File: src/ldr_pkg.sv
`timescale 1ns / 1ps

package ldr_pkg;

    typedef enum logic [3:0] {
        ST_IDLE,
        ST_DX,
        ST_DY,
        ST_ABSX,
        ST_ABSY,
        ST_MAJ,
        ST_DIV,
        ST_ADV_X,
        ST_ADV_Y
    } ldr_state_t;

    typedef enum logic {
        ACT_LOAD = 1'b0,
        ACT_STEP = 1'b1
    } ldr_action_t;

endpackage

File: src/ldr_au.sv
`timescale 1ns / 1ps

// Shared add/subtract unit. On subtract, borrow is high when a < b (unsigned).
module ldr_au #(
    parameter int WIDTH = 26
) (
    input  logic [WIDTH-1:0] a,
    input  logic [WIDTH-1:0] b,
    input  logic             sub,
    output logic [WIDTH-1:0] result,
    output logic             borrow
);

    logic [WIDTH:0] sum;

    always_comb
    begin
        sum    = {1'b0, a} + {1'b0, (sub ? ~b : b)} + {{WIDTH{1'b0}}, sub};
        result = sum[WIDTH-1:0];
        borrow = sub & ~sum[WIDTH];
    end

endmodule

File: src/line_dda_rasterizer_core.sv
`timescale 1ns / 1ps

// Load transfer: busy through ST_DX, ST_DY, ST_ABSX, ST_ABSY, ST_MAJ and the divider in ST_DIV,
// which runs in the shared adder. Pixel transfer: result registered on acceptance, then the
// x and y accumulators are advanced one after the other through the same adder (ST_ADV_X,
// ST_ADV_Y); the last pixel of a line needs no advance and leaves the block in ST_IDLE.
// Step transfer with no active line: result registered on acceptance, block stays in ST_IDLE.
// rst_n is asynchronous, active low, and clears the sequencer, the line state and output valid.
module line_dda_rasterizer_core
    import ldr_pkg::*;
#(
    parameter int COORD_BITS = 10,
    parameter int FRAC_BITS  = 16
) (
    input  logic                                      clk,
    input  logic                                      rst_n,
    input  logic                                      s_axis_tvalid,
    output logic                                      s_axis_tready,
    // start_x, start_y, end_x, end_y from the lowest bit up, zero padded
    input  logic [((4*COORD_BITS+7)/8)*8-1:0]         s_axis_tdata,
    // action
    input  logic                                      s_axis_tuser,
    output logic                                      m_axis_tvalid,
    input  logic                                      m_axis_tready,
    // pixel_x, pixel_y from the lowest bit up, zero padded
    output logic [((2*COORD_BITS+7)/8)*8-1:0]         m_axis_tdata,
    // valid_res
    output logic                                      m_axis_tuser,
    output logic                                      m_axis_tlast
);

    localparam int C     = COORD_BITS;
    localparam int F     = FRAC_BITS;
    localparam int W     = C + F;
    localparam int OUT_W = ((2*COORD_BITS+7)/8)*8;
    localparam int CNT_W = $clog2(FRAC_BITS + 1);
    localparam logic [W-1:0] ONE_FX = {{(C-1){1'b0}}, 1'b1, {F{1'b0}}};

    ldr_state_t state_reg, state_next;

    logic [C-1:0]   sx_reg, sx_next, sy_reg, sy_next;
    logic [C-1:0]   ex_reg, ex_next, ey_reg, ey_next;
    logic [C-1:0]   ax_reg, ax_next, ay_reg, ay_next;
    logic [C-1:0]   major_reg, major_next;
    logic [C:0]     rem_reg, rem_next;
    logic [F:0]     quo_reg, quo_next;
    logic [CNT_W-1:0] cnt_reg, cnt_next;
    logic [W-1:0]   xpos_reg, xpos_next, ypos_reg, ypos_next;
    logic [F:0]     step_reg, step_next;
    logic [C:0]     left_reg, left_next;
    logic           active_reg, active_next;
    logic           xmaj_reg, xmaj_next;
    logic           xdesc_reg, xdesc_next;
    logic           ydesc_reg, ydesc_next;

    logic [C-1:0]   out_x_reg, out_x_next, out_y_reg, out_y_next;
    logic           out_user_reg, out_user_next;
    logic           out_last_reg, out_last_next;
    logic           out_valid_reg, out_valid_next;

    logic [W-1:0]   au_a, au_b, au_res;
    logic           au_sub, au_borrow;
    logic           in_fire;
    logic           in_step;
    logic           div_ge;
    logic [C:0]     rem_after;
    logic [F:0]     quo_shift;
    logic [W-1:0]   step_ext;

    ldr_au #(
        .WIDTH (W)
    ) u_au (
        .a      (au_a),
        .b      (au_b),
        .sub    (au_sub),
        .result (au_res),
        .borrow (au_borrow)
    );

    assign s_axis_tready = (state_reg == ST_IDLE) && (!out_valid_reg || m_axis_tready);
    assign in_fire       = s_axis_tvalid && s_axis_tready;
    assign in_step       = (s_axis_tuser == ACT_STEP);
    assign step_ext      = {{(C-1){1'b0}}, step_reg};

    assign m_axis_tvalid = out_valid_reg;
    assign m_axis_tdata  = OUT_W'({out_y_reg, out_x_reg});
    assign m_axis_tuser  = out_user_reg;
    assign m_axis_tlast  = out_last_reg;

    // Next state.
    always_comb
    begin
        state_next = state_reg;
        unique case (state_reg)
            ST_IDLE:
            begin
                if (in_fire)
                begin
                    if (!in_step)
                        state_next = ST_DX;
                    else if (active_reg && (left_reg != '0))
                        state_next = ST_ADV_X;
                end
            end
            ST_DX:    state_next = ST_DY;
            ST_DY:    state_next = ST_ABSX;
            ST_ABSX:  state_next = ST_ABSY;
            ST_ABSY:  state_next = ST_MAJ;
            ST_MAJ:   state_next = ST_DIV;
            ST_DIV:
            begin
                if (cnt_reg == '0)
                    state_next = ST_IDLE;
            end
            ST_ADV_X: state_next = ST_ADV_Y;
            ST_ADV_Y: state_next = ST_IDLE;
            default:  state_next = ST_IDLE;
        endcase
    end

    // Datapath control and register updates.
    always_comb
    begin
        sx_next        = sx_reg;
        sy_next        = sy_reg;
        ex_next        = ex_reg;
        ey_next        = ey_reg;
        ax_next        = ax_reg;
        ay_next        = ay_reg;
        major_next     = major_reg;
        rem_next       = rem_reg;
        quo_next       = quo_reg;
        cnt_next       = cnt_reg;
        xpos_next      = xpos_reg;
        ypos_next      = ypos_reg;
        step_next      = step_reg;
        left_next      = left_reg;
        active_next    = active_reg;
        xmaj_next      = xmaj_reg;
        xdesc_next     = xdesc_reg;
        ydesc_next     = ydesc_reg;
        out_x_next     = out_x_reg;
        out_y_next     = out_y_reg;
        out_user_next  = out_user_reg;
        out_last_next  = out_last_reg;
        out_valid_next = out_valid_reg && !m_axis_tready;
        au_a           = '0;
        au_b           = '0;
        au_sub         = 1'b1;

        // Divider step: compare the partial remainder against the major span.
        div_ge    = 1'b0;
        rem_after = rem_reg;
        quo_shift = {quo_reg[F-1:0], 1'b0};

        unique case (state_reg)
            ST_IDLE:
            begin
                if (in_fire)
                begin
                    if (!in_step)
                    begin
                        sx_next     = s_axis_tdata[C-1:0];
                        sy_next     = s_axis_tdata[2*C-1:C];
                        ex_next     = s_axis_tdata[3*C-1:2*C];
                        ey_next     = s_axis_tdata[4*C-1:3*C];
                        xpos_next   = {s_axis_tdata[C-1:0], {F{1'b0}}};
                        ypos_next   = {s_axis_tdata[2*C-1:C], {F{1'b0}}};
                        active_next = 1'b0;
                    end
                    else
                    begin
                        out_valid_next = 1'b1;
                        out_user_next  = active_reg;
                        out_x_next     = active_reg ? xpos_reg[W-1:F] : '0;
                        out_y_next     = active_reg ? ypos_reg[W-1:F] : '0;
                        out_last_next  = active_reg && (left_reg == '0);
                        if (active_reg && (left_reg == '0))
                            active_next = 1'b0;
                    end
                end
            end
            ST_DX:
            begin
                au_a       = {{F{1'b0}}, ex_reg};
                au_b       = {{F{1'b0}}, sx_reg};
                ax_next    = au_res[C-1:0];
                xdesc_next = au_borrow;
            end
            ST_DY:
            begin
                au_a       = {{F{1'b0}}, ey_reg};
                au_b       = {{F{1'b0}}, sy_reg};
                ay_next    = au_res[C-1:0];
                ydesc_next = au_borrow;
            end
            ST_ABSX:
            begin
                au_b = {{F{1'b0}}, ax_reg};
                if (xdesc_reg)
                    ax_next = au_res[C-1:0];
            end
            ST_ABSY:
            begin
                au_b = {{F{1'b0}}, ay_reg};
                if (ydesc_reg)
                    ay_next = au_res[C-1:0];
            end
            ST_MAJ:
            begin
                // A borrow means |dy| < |dx|, so x is the major axis.
                au_a       = {{F{1'b0}}, ay_reg};
                au_b       = {{F{1'b0}}, ax_reg};
                xmaj_next  = au_borrow;
                major_next = au_borrow ? ax_reg : ay_reg;
                rem_next   = {1'b0, (au_borrow ? ay_reg : ax_reg)};
                left_next  = {1'b0, (au_borrow ? ax_reg : ay_reg)};
                quo_next   = '0;
                cnt_next   = CNT_W'(F);
            end
            ST_DIV:
            begin
                au_a      = {{(F-1){1'b0}}, rem_reg};
                au_b      = {{F{1'b0}}, major_reg};
                div_ge    = !au_borrow;
                rem_after = div_ge ? au_res[C:0] : rem_reg;
                quo_shift = {quo_reg[F-1:0], div_ge};
                quo_next  = quo_shift;
                rem_next  = {rem_after[C-1:0], 1'b0};
                if (cnt_reg == '0)
                begin
                    step_next   = (major_reg == '0) ? '0 : quo_shift;
                    active_next = 1'b1;
                end
                else
                begin
                    cnt_next = cnt_reg - 1'b1;
                end
            end
            ST_ADV_X:
            begin
                au_a      = xpos_reg;
                au_b      = xmaj_reg ? ONE_FX : step_ext;
                au_sub    = xdesc_reg;
                xpos_next = au_res;
            end
            ST_ADV_Y:
            begin
                au_a      = ypos_reg;
                au_b      = xmaj_reg ? step_ext : ONE_FX;
                au_sub    = ydesc_reg;
                ypos_next = au_res;
                left_next = left_reg - 1'b1;
            end
            default:
            begin
                au_sub = 1'b1;
            end
        endcase
    end

    always_ff @(posedge clk or negedge rst_n)
    begin
        if (!rst_n)
        begin
            state_reg     <= ST_IDLE;
            xpos_reg      <= '0;
            ypos_reg      <= '0;
            step_reg      <= '0;
            left_reg      <= '0;
            active_reg    <= 1'b0;
            xmaj_reg      <= 1'b0;
            xdesc_reg     <= 1'b0;
            ydesc_reg     <= 1'b0;
            cnt_reg       <= '0;
            out_valid_reg <= 1'b0;
        end
        else
        begin
            state_reg     <= state_next;
            xpos_reg      <= xpos_next;
            ypos_reg      <= ypos_next;
            step_reg      <= step_next;
            left_reg      <= left_next;
            active_reg    <= active_next;
            xmaj_reg      <= xmaj_next;
            xdesc_reg     <= xdesc_next;
            ydesc_reg     <= ydesc_next;
            cnt_reg       <= cnt_next;
            out_valid_reg <= out_valid_next;
        end
    end

    always_ff @(posedge clk)
    begin
        sx_reg       <= sx_next;
        sy_reg       <= sy_next;
        ex_reg       <= ex_next;
        ey_reg       <= ey_next;
        ax_reg       <= ax_next;
        ay_reg       <= ay_next;
        major_reg    <= major_next;
        rem_reg      <= rem_next;
        quo_reg      <= quo_next;
        out_x_reg    <= out_x_next;
        out_y_reg    <= out_y_next;
        out_user_reg <= out_user_next;
        out_last_reg <= out_last_next;
    end

endmodule

File: config.mk
export PLATFORM = sky130hd
export DESIGN_NAME = line_dda_rasterizer_core
export DESIGN_NICKNAME = d
export VERILOG_FILES = /design/src/ldr_pkg.sv /design/src/ldr_au.sv /design/src/line_dda_rasterizer_core.sv
export SDC_FILE = /design/constraint.sdc
export NUM_CORES = 1
export LEC_CHECK = 0
export BUFFER_PORTS_ARGS = -buffer_cell sky130_fd_sc_hd__clkbuf_2
export CORE_MARGIN = 3
export CORE_UTILIZATION = 50
export DETAILED_ROUTE_END_ITERATION = 8
export PLACE_DENSITY = 0.74
export RECOVER_POWER = 100
export REMOVE_ABC_BUFFERS = 1
export SLEW_MARGIN = 0
export SYNTH_ARGS = -nofsm -noshare
export SYNTH_HDL_FRONTEND = slang
export SYNTH_HIERARCHICAL = 1
export SYNTH_SLANG_ARGS = --single-unit
File: constraint.sdc
create_clock -name clk -period 8.3 [get_ports clk]
set_input_delay 0.415 -clock clk [delete_from_list [all_inputs] [get_ports clk]]
set_output_delay 0.415 -clock clk [all_outputs]
set_load 0.005 [all_outputs]
==> flow_summary.json, run 1 <==
{
  "rows": 53,
  "cp-start-kind": "register",
  "setup_viol": 0,
  "ios": 73,
  "power_leakage_nw": 4.93,
  "holdWs_ps": 59.6,
  "first_pass_iters": 7,
  "status": "complete, but fails checks",
  "tightest_slew_ps": 3180,
  "fmax_mhz": 150,
  "drive_above_1_share_pct": 12.2,
  "diodes": 0,
  "crit_arrival_ps": 6910,
  "cts_root_buf": "clkbuf_16",
  "numCtsBuffers": 24,
  "route.antenna.remaining_nets": 0,
  "grt_setup_unrepaired": "no",
  "ys_warn_count": 6,
  "die_y_um": 154,
  "cp.buffers_inverters": 2,
  "setup-tns-final_ps": 0,
  "cp_max_fo": 18,
  "pwr_density_cell_mw_per_mm2": 496,
  "synth-async-reset-ratio_pct": 44.1,
  "setup.worst_path.end_class": "register",
  "cp_slowest_cell": "nor4b_1",
  "crit_family": "compound AO/OA/AOI/OAI gates",
  "drv_slew": 249,
  "grt_max_degree": 65,
  "clkSinkCount": 213,
  "ff_latch_area_mm2": 0.00593,
  "fill_cells": 1747,
  "fin_nets": 1050,
  "cts_tree": "built",
  "ys_seq_area_share_pct": 53.9,
  "layout_common_cells": "edfxtp_1 (119), dfrtp_1 (94), nand2_1 (91)",
  "post_cts_buffers": 0,
  "path_clk_slew_ps": 60,
  "vias_per_cell": 6.28,
  "syn-cell-area_mm2": 0.0110,
  "synth.distinct_cells": 78,
  "wl_um": 28100,
  "syn_avg_cell_area_um2": 12.0,
  "die_area_mm2": 0.0238,
  "dieWidth_um": 154,
  "drc": 0,
  "finalCriticalPeriod_ps": 6660,
  "clock_latency_ps": 530,
  "synth_edf_count": 119,
  "ys_ff_latch": 213,
  "violations": "capacitance limit, slew limit",
  "drtIter0Drc": 871,
  "vias": 7949,
  "path_class": "register to register",
  "cp.required_ps": 8550,
  "total_power_mw": 6.06,
  "min_from": "s_axis_tdata[26]",
  "cts_buffer_depth": 3,
  "final_common_cell": "edfxtp_1",
  "ir_drop_mv": 0.296,
  "io_buffers": 68,
  "grt_pass1_wl_um": 43100,
  "yosysTopAreaCell": "edfxtp_1",
  "cts.repair.resized": 0,
  "maxSlewHeadroom_pct": -112,
  "area_growth_pct": 11.0,
  "critPathMaxStageDelay_ps": 1630,
  "core_mm2": 0.0213,
  "antenna_found_initial": 0,
  "final.setup.worst_slack_ps": 1640,
  "reg2reg_to": "rem_reg[3]",
  "synth_top_area_share_pct": 32.5,
  "worstPathCellList": "nor4b_1 -> a22oi_1 -> nand2_1 -> a221o_1 -> mux2_1 -> fa_1 -> a211oi_1 -> o21ai_0 -> o21a_1 -> o41ai_4 -> o41ai_1 -> a21oi_2 -> buf_4 -> clkinv_1 -> mux4_2",
  "grt_use_total_pct": 22.8,
  "finalHoldViolations": 0,
  "gp_congestion": 0.977,
  "maxCapViolCount": 9,
  "hold_depth": 1,
  "reg2reg_setup_slack_ps": 1640,
  "grt_pass1_vias": 7680,
  "synth_flop_cell": "edfxtp_1",
  "post-place-ws_ps": 2480,
  "min_path_type": "primary input to register",
  "skew_ps": 19.6,
  "worstHoldEndpoint": "ex_reg[6]",
  "ctsHtreeMaxLevel": 1,
  "r2r_cells": 15,
  "wire_per_inst_um": 22.2,
  "rr_startpoint": "state_reg[2]",
  "period_share_pct": 80.2,
  "netlist_instances": 917,
  "grt-ovfl-total": 0,
  "multi_input_area_mm2": 0.00471,
  "synthTopCellsByArea": "edfxtp_1 (33%), dfrtp_1 (21%), a22o_1 (5.1%), ha_1 (3.5%), nand2_1 (3.1%)",
  "start_util_pct": 51.6,
  "hpwlAfterDp_um": 19000
}
## worst max-delay path by stage
stage / startpoint / to / cells past startpoint
after floorplan: state_reg[1] / rem_reg[7] / 12
after global placement: state_reg[1] / rem_reg[6] / 15
after detailed placement: state_reg[1] / rem_reg[3] / 15
after CTS: state_reg[1] / rem_reg[3] / 15
after global routing: state_reg[2] / rem_reg[6] / 15
final: state_reg[2] / rem_reg[3] / 15
## area by class of cell
cell class	count	share of cell area, %
sequential	213	48.6
multi-input combinational	637	38.6
clock buffer	36	5.46
timing repair buffer	83	3.25
tap	275	2.82
clock inverter	8	0.872
inverter	14	0.431
## report_power, final
part	internal (mW)	leakage [nW]	switching, mW	total [mW]
Sequential	1.68	2.28	0.302	1.98
Clock	0.619	0.377	0.417	1.04
Combinational	1.18	2.27	1.86	3.04
Total	3.48	4.93	2.58	6.06
## Yosys cell counts (16+ instances only)
cell type  instances
edfxtp_1         119
dfrtp_1           94
nand2_1           90
a22o_1            64
and2_1            43
o21ai_0           37
a21oi_1           35
clkbuf_1          33
xor2_1            33
ha_1              31
nor2_1            29
mux2_2            23
a222oi_1          21
a22oi_1           21
mux2i_1           16
## logic make-up (layout without fill, tap and decap cells)
logic type,count (synthesis),after routing,share of synthesized area [%]
AO/OA/AOI/OAI,258,258,18.1
AND/OR/NAND/NOR,239,239,11.4
flip-flops,213,213,53.9
buffers and inverters,79,141,3.46
multiplexers,49,49,5.79
XOR/XNOR,46,46,3.66
adder cells (fa/ha/maj),32,32,3.71
other,1,13,0.0341
## per-stage QoR
stage                     cell area [um^2]  util (%)  instances
after global routing                 12200      57.3       1266
after global placement               11600      54.3       1221
after floorplan                      10700         -        864
final                                12200      57.3       1266
after detailed placement             11600      54.3       1221
after CTS                            12300      58.0       1266
## repair_timing
action	4_1_cts	5_1_grt
setup endpoints to repair	0	0
hold buffers	1	0
endpoints found under the hold margin	41	0
## routing by layer
metal	global-route usage (%)	up-vias	share of wire (%)
li1	-	3615	-
met1	32.4	3960	44
met2	36.8	312	47
met3	3.22	62	5.9
met4	7.11	0	3.1
met5	0	-	0
## worst register-to-register path: cells and delay by family, from the launching register on
family	cells	cell delay, ps
buffers and inverters	2	680
muxes	2	770
DFF	1	620
adders and majority gates	1	450
AOI/OAI and AO/OA	8	2070
and+or+nand+nor	2	1800
(Power assumes the default switching activity.)
==> run 2: changes to the inputs <==
--- a/config.mk
+++ b/config.mk
@@ -5,11 +5,12 @@
 export SDC_FILE = /design/constraint.sdc
 export NUM_CORES = 1
 export LEC_CHECK = 0
+export ABC_AREA = 1
 export BUFFER_PORTS_ARGS = -buffer_cell sky130_fd_sc_hd__clkbuf_2
 export CORE_MARGIN = 3
 export CORE_UTILIZATION = 50
 export DETAILED_ROUTE_END_ITERATION = 8
-export PLACE_DENSITY = 0.74
+export PLACE_DENSITY = 0.76
 export RECOVER_POWER = 100
 export REMOVE_ABC_BUFFERS = 1
 export SLEW_MARGIN = 0
==> constraint.sdc (replaced) <==
create_clock -name clk -period 5.5 [get_ports clk]
set_input_delay 0.275 -clock clk [delete_from_list [all_inputs] [get_ports clk]]
set_output_delay 0.275 -clock clk [all_outputs]
set_load 0.005 [all_outputs]
==> run 2 against run 1 <==
Compared with the run above:
- the flow still finishes with violations (capacitance limit, slew limit)
- combinational power up 60%
- final cell count up 52%
- via count up 29%
- sequential power up 42%
- area after synthesis up 8.4%
- die area up 8.1%
==> flow_summary.json, run 2 <==
{
  "core_mm2": 0.0231,
  "diodes": 0,
  "yosysTopAreaCell": "edfxtp_1",
  "p_sw_mw": 4.44,
  "io_buffers": 68,
  "path_clk_slew_ps": 70,
  "die_area_mm2": 0.0257,
  "cts_root_buf": "clkbuf_16",
  "min_path_type": "primary input to register",
  "netlist_instances": 1487,
  "clock_latency_ps": 520,
  "grt_setup_unrepaired": "no",
  "maxCapViolCount": 4,
  "p_int_mw": 4.75,
  "clkPwrFrac_pct": 16.6,
  "drv_slew": 131,
  "cp-endpoint": "major_reg[1]",
  "path_class": "register to register",
  "first_pass_iters": 7,
  "setup.worst_path.end_class": "register",
  "combPwrFrac_pct": 52.8,
  "skew_ps": 26.5,
  "crit_arrival_ps": 5030,
  "rows": 55,
  "finalHoldViolations": 0,
  "period_share_pct": 86.8,
  "cp.required_ps": 5760,
  "numCtsBuffers": 23,
  "syn_avg_cell_area_um2": 8.01,
  "grt_pass1_wl_um": 53300,
  "fin_nets": 1673,
  "cts_buffer_depth": 3,
  "wl_um": 32800,
  "grt_pass1_vias": 9954,
  "ys_warn_count": 6,
  "place_area_mm2": 0.0126,
  "area_growth_pct": 14.1,
  "crit_path_start": "state_reg[1]",
  "fmax_mhz": 209,
  "pwr_density_cell_mw_per_mm2": 675,
  "ys_seq_area_share_pct": 49.7,
  "swShare_pct": 48.3,
  "cts.repair.resized": 0,
  "vias": 10263,
  "drtIter0Drc": 1155,
  "die_y_um": 160,
  "start_util_pct": 51.7,
  "cts_tree": "built",
  "layout_common_cells": "nand2_1 (448), inv_1 (232), o21ai_0 (140)",
  "reg2reg_setup_slack_ps": 720,
  "cp-start-kind": "register",
  "design_area_mm2": 0.0136,
  "synthTopCellsByArea": "edfxtp_1 (30%), dfrtp_1 (20%), nand2_1 (14%), inv_1 (7.2%), o21ai_0 (4.5%)",
  "r2r_cells": 23,
  "hpwlAfterDp_um": 23800,
  "synth_common_cells": "nand2_1 (446), inv_1 (230), edfxtp_1 (119)",
  "drc": 0,
  "ir_drop_mv": 0.335,
  "clkSinkCount": 213,
  "ios": 73,
  "tightest_slew_ps": 2580,
  "violations": "capacitance limit, slew limit",
  "seq_power_share_pct": 30.6,
  "grt_max_degree": 58,
  "setup_viol": 0,
  "status": "complete, but fails checks",
  "reg2reg_to": "major_reg[1]",
  "synth_flop_cell": "edfxtp_1",
  "finalCriticalPeriod_ps": 4780,
  "gp_congestion": 1.06,
  "min_from": "m_axis_tready",
  "final.setup.worst_slack_ps": 725,
  "drive_above_1_share_pct": 6.70,
  "power_leakage_nw": 6.48,
  "syn-cell-area_mm2": 0.0119,
  "vias_per_cell": 5.33,
  "rr_startpoint": "state_reg[1]",
  "dieWidth_um": 160,
  "yosysMostFrequentCell": "nand2_1",
  "synth-async-reset-ratio_pct": 44.1,
  "antenna_found_initial": 0,
  "wire_per_inst_um": 17.0,
  "cp_max_fo": 21,
  "ctsHtreeMaxLevel": 1,
  "grt-ovfl-total": 0,
  "route.antenna.remaining_nets": 0,
  "synth.distinct_cells": 41,
  "dp.cells": 1845,
  "synth_edf_count": 119,
  "fin_cells": 1925,
  "hold_depth": 4,
  "grt_use_total_pct": 25.8,
  "ys_ff_latch": 213,
  "synth_top_area_share_pct": 30.0,
  "maxSlewHeadroom_pct": -71.9,
  "post-place-ws_ps": 1180,
  "final_common_cell": "nand2_1"
}
[run 2: cells by family (layout without fill, tap and decap cells)]
kind of cell,count (synthesis),after routing,synth area share (%)
simple gates,656,656,22.7
buf+inv,293,406,9.74
other cells,1,13,0.0315
xor+xnor,40,40,2.94
fa+ha+maj,32,32,3.42
flops,213,213,49.7
compound gates,252,252,11.4
[run 2: layer usage]
| layer | GRT usage, % | vias up | part of all wire (%) | wire length, um |
|---|---|---|---|---|
| met5 | 0 | - | 0 | 0 |
| met4 | 8.32 | 0 | 3.6 | 1180 |
| met3 | 4.77 | 75 | 9.2 | 3010 |
| met2 | 40.4 | 469 | 44 | 14400 |
| met1 | 36.5 | 4750 | 43 | 14100 |
| li1 | - | 4969 | - | - |
[run 2: worst max-delay path, stage by stage, from the launching register on]
cell      delay, ps
dfrtp_1         420
nand2_1         140
nor2_4          120
clkbuf_1        740
o21ai_2         380
nor2_1          190
nor2_1           60
nand2_1         150
inv_1            70
nor2_1          100
nor2_1           90
fa_1            400
nand2_1         100
nand2_1          90
nand3b_1        100
nand2_1         120
nand2_1          90
nand2_1          90
nand2_1          70
nand3_1          70
nor2_2          170
inv_1           310
o21ai_0         360
inv_1            80
[run 2: final cells by class]
class / count / area, um^2
clock buffer: 30 / 632
tap: 313 / 392
sequential: 213 / 5930
inverter: 239 / 897
clock inverter: 11 / 108
fill: 2108 / 9450
timing repair buffer: 126 / 800
multi-input combinational: 993 / 4850
[run 2: what timing repair did]
action,in CTS,in global routing
buffers inserted,0,0
endpoints found under the hold margin,75,0
endpoints found under the setup margin,0,0
hold buffers,39,0
[run 2: per-stage QoR]
step | hold WS [ps] | total power [mW] | setup TNS [ps] | utilization [%]
6_report | 56.8 | 9.19 | 0 | 59.0
3_5_place_dp | 288 | 7.65 | 0 | 54.6
5_1_grt | 68.2 | 9.89 | 0 | 59.0
3_3_place_gp | 287 | 7.57 | 0 | 54.6
2_1_floorplan | -20.6 | 6.07 | -46060 | -
4_1_cts | 17.9 | 9.22 | 0 | 59.5
[run 2: power groups by stage]
stage	sequential (mW)	clock (mW)	combinational (mW)
detailed placement	2.82	0	4.83
floorplan	2.71	0	3.37
global route	2.86	1.61	5.42
global placement	2.80	0	4.77
finish	2.81	1.52	4.85
CTS	2.79	1.54	4.89
[run 2: worst min-delay path by stage]
stage	to	slack [ps]
final	m_axis_tvalid	60
after global routing	m_axis_tvalid	70
after CTS	sy_reg[8]	20
after detailed placement	cnt_reg[1]	290
after global placement	cnt_reg[1]	290
after floorplan	active_reg	-20
